File: src/hdl/mkpq_pkg.sv
package mkpq_pkg;

    // operation codes carried in tuser of the input word
    localparam logic OP_PUSH = 1'b0;
    localparam logic OP_POP  = 1'b1;

    // register indexes
    localparam int unsigned CFG_KEY_ORDER = 0;

    // key order settings
    localparam logic ORDER_ABC = 1'b0;
    localparam logic ORDER_BCA = 1'b1;

    // width of the fill field in the result word
    localparam int unsigned FILL_BITS = 5;

    // result tuser bit positions
    localparam int unsigned USER_VALID    = 0;
    localparam int unsigned USER_OVERFLOW = 1;

    typedef enum logic [5:0] {
        S_IDLE  = 6'b000001,
        S_SCAN  = 6'b000010,
        S_SCMP  = 6'b000100,
        S_SHIFT = 6'b001000,
        S_SHWR  = 6'b010000,
        S_DONE  = 6'b100000
    } t_state;

endpackage

File: src/hdl/mkpq_ram.sv
module mkpq_ram #(
    parameter int unsigned AW = 4,
    parameter int unsigned DW = 56
) (
    input  logic          i_clk,
    input  logic          i_we,
    input  logic [AW-1:0] i_waddr,
    input  logic [DW-1:0] i_wdata,
    input  logic          i_re,
    input  logic [AW-1:0] i_raddr,
    output logic [DW-1:0] o_rdata
);

    logic [DW-1:0] r_mem [2**AW];
    logic [DW-1:0] r_rdata;

    // single write port
    always_ff @(posedge i_clk) begin
        if (i_we) begin
            r_mem[i_waddr] <= i_wdata;
        end
    end

    // registered read port
    always_ff @(posedge i_clk) begin
        if (i_re) begin
            r_rdata <= r_mem[i_raddr];
        end
    end

    assign o_rdata = r_rdata;

endmodule

File: src/hdl/mkpq_less.sv
module mkpq_less #(
    parameter int unsigned KEY_BITS = 16,
    parameter int unsigned TAG_BITS = 8
) (
    input  logic [TAG_BITS+3*KEY_BITS-1:0] i_x,
    input  logic [TAG_BITS+3*KEY_BITS-1:0] i_y,
    input  logic                           i_key_order,
    output logic                           o_lt
);
    import mkpq_pkg::*;

    logic signed [KEY_BITS-1:0] xa, xb, xc, ya, yb, yc;
    logic signed [KEY_BITS-1:0] x0, x1, x2, y0, y1, y2;

    // split records into their keys
    assign xa = i_x[TAG_BITS +: KEY_BITS];
    assign xb = i_x[TAG_BITS+KEY_BITS +: KEY_BITS];
    assign xc = i_x[TAG_BITS+2*KEY_BITS +: KEY_BITS];
    assign ya = i_y[TAG_BITS +: KEY_BITS];
    assign yb = i_y[TAG_BITS+KEY_BITS +: KEY_BITS];
    assign yc = i_y[TAG_BITS+2*KEY_BITS +: KEY_BITS];

    // rotate keys into comparison order
    always_comb begin
        if (i_key_order == ORDER_BCA) begin
            x0 = xb; x1 = xc; x2 = xa;
            y0 = yb; y1 = yc; y2 = ya;
        end else begin
            x0 = xa; x1 = xb; x2 = xc;
            y0 = ya; y1 = yb; y2 = yc;
        end
    end

    // lexicographic strict less
    always_comb begin
        if (x0 != y0) begin
            o_lt = x0 < y0;
        end else if (x1 != y1) begin
            o_lt = x1 < y1;
        end else begin
            o_lt = x2 < y2;
        end
    end

endmodule

File: src/hdl/multi_key_priority_queue.sv
// Bounded min-priority queue of records (tag plus three signed keys) held in one
// synchronous RAM. A push (tuser 0) writes the record behind the last one and returns a
// result word with the new fill; a push to a full queue is dropped and flagged as
// overflow. A pop (tuser 1) scans the held records one RAM read at a time, then closes the
// gap by moving each later record down one slot; a pop on an empty queue goes straight to
// the result. Each operation then waits until the previous result word is taken. Equal keys
// leave in push order. key_order at address 0 picks comparison A,B,C (0) or B,C,A (1) and
// is to be written only while the queue is idle; the block itself does not enforce this.
module multi_key_priority_queue #(
    parameter int unsigned DEPTH    = 16,
    parameter int unsigned KEY_BITS = 16,
    parameter int unsigned TAG_BITS = 8
) (
    input  logic i_clk,
    input  logic i_rst_n,
    // input word: tdata = tag, key_a, key_b, key_c; tuser = op
    input  logic i_s_tvalid,
    output logic o_s_tready,
    input  logic [((TAG_BITS+3*KEY_BITS+7)/8)*8-1:0] i_s_tdata,
    input  logic i_s_tuser,
    // result word: tdata = out_tag, out_a, out_b, out_c, fill; tuser = out_valid, overflow
    output logic o_m_tvalid,
    input  logic i_m_tready,
    output logic [((TAG_BITS+3*KEY_BITS+mkpq_pkg::FILL_BITS+7)/8)*8-1:0] o_m_tdata,
    output logic [1:0] o_m_tuser,
    // register port
    input  logic        psel,
    input  logic        penable,
    input  logic        pwrite,
    input  logic [2:0]  paddr,
    input  logic [31:0] pwdata,
    output logic [31:0] prdata,
    output logic        pready
);
    import mkpq_pkg::*;

    localparam int unsigned AW  = $clog2(DEPTH);
    localparam int unsigned CW  = $clog2(DEPTH + 1);
    localparam int unsigned RW  = TAG_BITS + 3 * KEY_BITS;
    localparam int unsigned ODW = ((RW + FILL_BITS + 7) / 8) * 8;

    t_state        r_state;
    logic [CW-1:0] r_count;
    logic [AW-1:0] r_i;
    logic [AW-1:0] r_bi;
    logic [AW-1:0] r_w;
    logic [RW-1:0] r_best;
    logic [RW-1:0] r_res_rec;
    logic          r_res_valid;
    logic          r_res_ovf;
    logic          r_key_order;
    logic          r_mv;
    logic [ODW-1:0] r_mdata;
    logic [1:0]    r_muser;

    logic          we, re, lt, take, cfg_wr;
    logic [AW-1:0] waddr, raddr;
    logic [RW-1:0] wdata, rd_data;

    assign pready     = 1'b1;
    assign o_s_tready = (r_state == S_IDLE);
    assign take       = i_s_tvalid && o_s_tready;
    assign cfg_wr     = psel && penable && pwrite;

    mkpq_ram #(.AW(AW), .DW(RW)) u_ram (
        .i_clk   (i_clk),
        .i_we    (we),
        .i_waddr (waddr),
        .i_wdata (wdata),
        .i_re    (re),
        .i_raddr (raddr),
        .o_rdata (rd_data)
    );

    mkpq_less #(.KEY_BITS(KEY_BITS), .TAG_BITS(TAG_BITS)) u_less (
        .i_x         (rd_data),
        .i_y         (r_best),
        .i_key_order (r_key_order),
        .o_lt        (lt)
    );

    // ram access per state
    always_comb begin
        we    = 1'b0;
        re    = 1'b0;
        waddr = r_w;
        wdata = rd_data;
        raddr = r_i;
        case (r_state)
            S_IDLE: begin
                waddr = r_count[AW-1:0];
                wdata = i_s_tdata[RW-1:0];
                we    = take && (i_s_tuser == OP_PUSH) && (r_count < CW'(DEPTH));
            end
            S_SCAN: re = 1'b1;
            S_SHIFT: begin
                raddr = r_w + AW'(1);
                re    = (CW'(r_w) + CW'(1)) < r_count;
            end
            S_SHWR: we = 1'b1;
            default: ;
        endcase
    end

    // sequencer
    always_ff @(posedge i_clk) begin
        if (!i_rst_n) begin
            r_state <= S_IDLE;
            r_count <= '0;
        end else begin
            case (r_state)
                S_IDLE: begin
                    if (take) begin
                        r_res_rec   <= '0;
                        r_res_valid <= 1'b0;
                        r_res_ovf   <= 1'b0;
                        r_i         <= '0;
                        if (i_s_tuser == OP_PUSH) begin
                            if (r_count < CW'(DEPTH)) begin
                                r_count <= r_count + CW'(1);
                            end else begin
                                r_res_ovf <= 1'b1;
                            end
                            r_state <= S_DONE;
                        end else if (r_count == '0) begin
                            r_state <= S_DONE;
                        end else begin
                            r_state <= S_SCAN;
                        end
                    end
                end
                S_SCAN: r_state <= S_SCMP;
                S_SCMP: begin
                    if (r_i == '0 || lt) begin
                        r_best <= rd_data;
                        r_bi   <= r_i;
                    end
                    if ((CW'(r_i) + CW'(1)) < r_count) begin
                        r_i     <= r_i + AW'(1);
                        r_state <= S_SCAN;
                    end else begin
                        r_w     <= (r_i == '0 || lt) ? r_i : r_bi;
                        r_state <= S_SHIFT;
                    end
                end
                S_SHIFT: begin
                    if ((CW'(r_w) + CW'(1)) < r_count) begin
                        r_state <= S_SHWR;
                    end else begin
                        r_count     <= r_count - CW'(1);
                        r_res_rec   <= r_best;
                        r_res_valid <= 1'b1;
                        r_state     <= S_DONE;
                    end
                end
                S_SHWR: begin
                    r_w     <= r_w + AW'(1);
                    r_state <= S_SHIFT;
                end
                S_DONE: begin
                    if (!r_mv || i_m_tready) begin
                        r_state <= S_IDLE;
                    end
                end
                default: r_state <= S_IDLE;
            endcase
        end
    end

    // output word register
    always_ff @(posedge i_clk) begin
        if (!i_rst_n) begin
            r_mv <= 1'b0;
        end else if (r_state == S_DONE && (!r_mv || i_m_tready)) begin
            r_mv    <= 1'b1;
            r_mdata <= ODW'({FILL_BITS'(r_count), r_res_rec});
            r_muser <= {r_res_ovf, r_res_valid};
        end else if (i_m_tready) begin
            r_mv <= 1'b0;
        end
    end

    assign o_m_tvalid = r_mv;
    assign o_m_tdata  = r_mdata;
    assign o_m_tuser  = r_muser;

    // key order register
    always_ff @(posedge i_clk) begin
        if (!i_rst_n) begin
            r_key_order <= ORDER_ABC;
        end else if (cfg_wr && paddr[2] == 1'(CFG_KEY_ORDER)) begin
            r_key_order <= pwdata[0];
        end
    end

    assign prdata = (paddr[2] == 1'(CFG_KEY_ORDER)) ? {31'b0, r_key_order} : 32'b0;

    // checks
    a_count_bound: assert property (@(posedge i_clk) disable iff (!i_rst_n)
        r_count <= CW'(DEPTH))
        else $error("fill above depth");

    a_flags_excl: assert property (@(posedge i_clk) disable iff (!i_rst_n)
        o_m_tvalid |-> !(o_m_tuser[USER_VALID] && o_m_tuser[USER_OVERFLOW]))
        else $error("pop and overflow flagged together");

    a_shift_range: assert property (@(posedge i_clk) disable iff (!i_rst_n)
        (r_state == S_SHWR) |-> ((CW'(r_w) + CW'(1)) < r_count))
        else $error("move beyond held records");

    a_pop_shrinks: assert property (@(posedge i_clk) disable iff (!i_rst_n)
        (r_state == S_SHIFT && !re) |=> (r_count == $past(r_count) - CW'(1)))
        else $error("pop did not remove a record");

endmodule

File: config.mk
export PLATFORM = sky130hd
export DESIGN_NAME = multi_key_priority_queue
export DESIGN_NICKNAME = d
export VERILOG_FILES = /design/src/hdl/mkpq_pkg.sv /design/src/hdl/mkpq_ram.sv /design/src/hdl/mkpq_less.sv /design/src/hdl/multi_key_priority_queue.sv
export SDC_FILE = /design/constraint.sdc
export NUM_CORES = 2
export LEC_CHECK = 0
export ABC_CLOCK_PERIOD_IN_PS = 9900
export BUFFER_PORTS_ARGS = -buffer_cell sky130_fd_sc_hd__buf_2
export CAP_MARGIN = 20
export CORE_UTILIZATION = 30
export DETAILED_ROUTE_END_ITERATION = 8
export SYNTH_ARGS = -nofsm -noshare
export SYNTH_HDL_FRONTEND = slang
export SYNTH_SLANG_ARGS = --single-unit
File: constraint.sdc
create_clock -name i_clk -period 9.9 [get_ports i_clk]
set_clock_uncertainty 0.1 [all_clocks]
set_input_delay 1.485 -clock i_clk [delete_from_list [all_inputs] [get_ports i_clk]]
set_output_delay 1.485 -clock i_clk [all_outputs]
set_load 0.005 [all_outputs]
==> flow_summary_export.csv <==
group,metric,value,unit
sta,max_transition_viols_final,0,
clock_tree,cts_htree_levels,3,
yosys,synthesis.yosys.warnings,0,
drt,via_count,21880,
yosys,syn-instance-count,2311,
drt,detail_route.iter0.violations,2284,
yosys,synth_area_per_cell,20.0,µm²
place,detailedPlacementHpwl,58.8,mm
place,numPortBuffers,131,
yosys,synth_area,46200,µm²
sta,finalSetupTns,0,ns
cells_and_area,mostFrequentLayoutCell,"edfxtp_1",
global_routing,global_route.usage.total,13.5,%
worst_setup_path,crit_path_top_delay_cell,"buf_4",
floorplanning,die_x,395,µm
worst_setup_path,worst-setup-path-type,"reg -> reg",
clock_tree,cts_resized,0,
global_routing,grt_first_pass_wirelength,154,mm
worst_setup_path,critPathMostFrequentCell,"buf_4",
power,cellLeakagePower,17.5,nW
drt,detail_route.vias_per_cell,4.74,
sta,final-setup-viol-count,0,
yosys,number_of_enable_flip_flop_cells_after_synthesis,1141,
power,totalPowerFinal,12.4,mW
cells_and_area,final-seq-area,34500,µm²
cells_and_area,layout_area_growth_over_synthesis,14.3,%
global_routing,grt_start_max_net_pins,114,
global_routing,antenna_found_initial,7,
yosys,proportion_of_synthesized_flip_flops_having_asynchronous_set_or_reset,0,%
worst_setup_path,critical_path_arrival,5.80,ns
sta,setup_repair_after_global_routing_missed_its_margin,"no",
floorplanning,io_pins,200,
clock_tree,numCtsBuffers,112,
clock_tree,tritoncts_num_sinks,1154,
clock_tree,ctsLongestPathBuffers,3,
worst_hold_path,min_path_type,"reg -> reg",
clock_tree,clkTransAtPathRegs,0.06,ns
drt,antenna_left,0,
global_routing,grt_pass1_vias,22331,
cells_and_area,nets_finish,2656,
sta,worst-slew-pin-transition,1.05,ns
floorplanning,placementRows,143,
sta,layout_worst_path_cycle_share,56.5,%
sta,relative_max_transition_margin,29.5,%
drt,drt_pass1_iterations,5,
clock_tree,number_of_buffers_inserted_by_hold_repair_at_cts,0,
power,ir_drop,0.000136,V
place,finalWeightedCongestion,0.799,
floorplanning,start_util,30.3,%
worst_setup_path,list_of_cells_traversed_by_the_critical_path,"buf_4 > mux2_2 > ha_1 > a21oi_1 > o21ai_0 > a221oi_1 > nor2_1 > o31ai_1 > nand2_1 > nor3_2 > buf_4",
cells_and_area,fillers,14237,
clock_tree,clock_latency_late_sink,0.71,ns
power,power_density,235,nW/µm²
worst_setup_path,timing.critical_path.from_type,"flip-flop",
worst_setup_path,worst_path_largest_cell_delay,0.77,ns
worst_setup_path,crit_path_end_kind,"flip-flop",
yosys,postSynthRegisterBits,1154,
floorplanning,floorplan.die_area,156000,µm²
worst_setup_path,worstPathMaxFanout,59,
floorplanning,die_h,395,µm
cells_and_area,fraction_of_final_layout_cells_sized_beyond_drive_strength_1,24.3,%
clock_tree,post-cts-setup-buffer-count,0,
outcome,status,"finished, final reports clean",
cells_and_area,most_frequent_cells_in_the_layout,"1141 x edfxtp_1, 224 x mux4_2, 217 x mux2i_1",
sta,final_hold_violation_count,0,
floorplanning,coreArea,152000,µm²
yosys,synth.yosys.seq_area_share,74.7,%
worst_setup_path,worst_ep_required_time,10.11,ns
yosys,synth_flop_cell,"edfxtp_1",
yosys,synth_cell_types,62,
sta,finalCriticalPeriod,5.59,ns
clock_tree,cts_tree,"yes",
run,max_cap_viol_count,0,
cells_and_area,combined_area_of_the_multi_input_logic_cells,11200,µm²
worst_setup_path,reg2reg_depth,11,
worst_hold_path,hold_path_depth,0,
drt,routed_wl,107,mm
global_routing,grt.overflow.total,0,
drt,route.detailed.drc,0,
clock_tree,cts-root-buf,"clkbuf_16",
drt,routedWlPerCell,23.1,µm
sta,max_clock_freq,179,MHz
kinds of logic (layout without fill, tap and decap cells):
logic type	Yosys count	count (layout)	synth area share (%)
xor+xnor	8	8	0.152
fa+ha+maj	62	62	1.69
flops	1154	1154	74.7
simple gates	357	357	3.68
mux	491	491	16.8
compound gates	85	85	1.17
buf+inv	152	390	1.79
other cells	2	36	0.0162
worst max-delay path: cells and delay by family (launching register included):
family	cells	cell delay [ns]
AO/OA/AOI/OAI	4	1.58
adder cells (fa/ha/maj)	1	0.31
buffers and inverters	2	1.47
flip-flops	1	0.72
multiplexers	1	0.41
AND/OR/NAND/NOR	3	0.54
final cells by class:
class	count	area share (%)
diodes	1	0.00474
clock buffers	139	5.54
clock inverters	62	1.08
inverters	18	0.130
multi-input cells	1038	21.2
flip-flops and latches	1154	65.4
well taps	2030	4.81
repair buffers	171	1.88
stage by stage:
step | area [µm²] | hold WS, ns | util (%) | worst slack [ns] | cells
final | 52800 | 0.316 | 34.7 | 4.31 | 4613
after global routing | 52800 | 0.319 | 34.7 | 4.06 | 4612
after CTS | 52800 | 0.317 | 34.7 | 4.25 | 4612
after detailed placement | 49300 | 0.305 | 32.4 | 4.27 | 4411
after global placement | 49300 | 0.303 | 32.4 | 4.28 | 4410
after floorplan | 46400 | 0.300 | - | 2.37 | 2344
power breakdown:
part / switching (mW) / leakage (nW) / internal, mW / total, mW
sequential: 0.0669 / 10.4 / 6.33 / 6.39
combinational: 1.41 / 5.31 / 0.500 / 1.92
clock: 1.80 / 1.70 / 2.28 / 4.08
total: 3.28 / 17.5 / 9.11 / 12.4
sequential cells by signal, summed over array words and instances, names as in the netlist:
| register | flops |
|---|---|
| r_state | 6 |
| u_ram.r_mem | 896 |
| u_ram.o_rdata | 56 |
| r_bi | 4 |
| r_w | 4 |
| o_m_tdata | 61 |
| r_key_order | 1 |
| o_m_tuser | 2 |
| r_best | 56 |
| r_count | 5 |
| r_res_valid | 1 |
| o_m_tvalid | 1 |
| r_i | 4 |
| r_res_ovf | 1 |
| r_res_rec | 56 |
per-layer routing:
layer	GRT usage, %	wire length [µm]	vias up
met1	19.1	47500	11447
li1	-	-	9634
met5	0	0	-
met4	3.57	1990	0
met3	2.01	6770	111
met2	21.8	50300	688
cell usage after synthesis (13+ instances only):
master | instances | area share, %
mux4_2 | 224 | 11
nand2_1 | 187 | 1.5
dfxtp_1 | 13 | 0.56
o21ai_0 | 20 | 0.22
clkbuf_1 | 40 | 0.32
edfxtp_1 | 1141 | 74
ha_1 | 61 | 1.7
mux2i_1 | 219 | 4.7
a21oi_1 | 23 | 0.25
nor2_1 | 44 | 0.36
and2_1 | 57 | 0.77
buf_2 | 36 | 0.39
mux2_2 | 47 | 1.1
inv_1 | 16 | 0.13
buf_4 | 50 | 0.81
worst paths after layout:
| path | to | startpoint | slack, ns |
|---|---|---|---|
| worst min register to register | o_m_tdata[51] | r_res_rec[51] | 0.32 |
| worst max register to register | r_best[3] | r_key_order | 4.31 |
| worst max-delay path | r_best[3] | r_key_order | 4.31 |
| worst min-delay path | o_m_tdata[51] | r_res_rec[51] | 0.32 |
(Power assumes the default switching activity.)
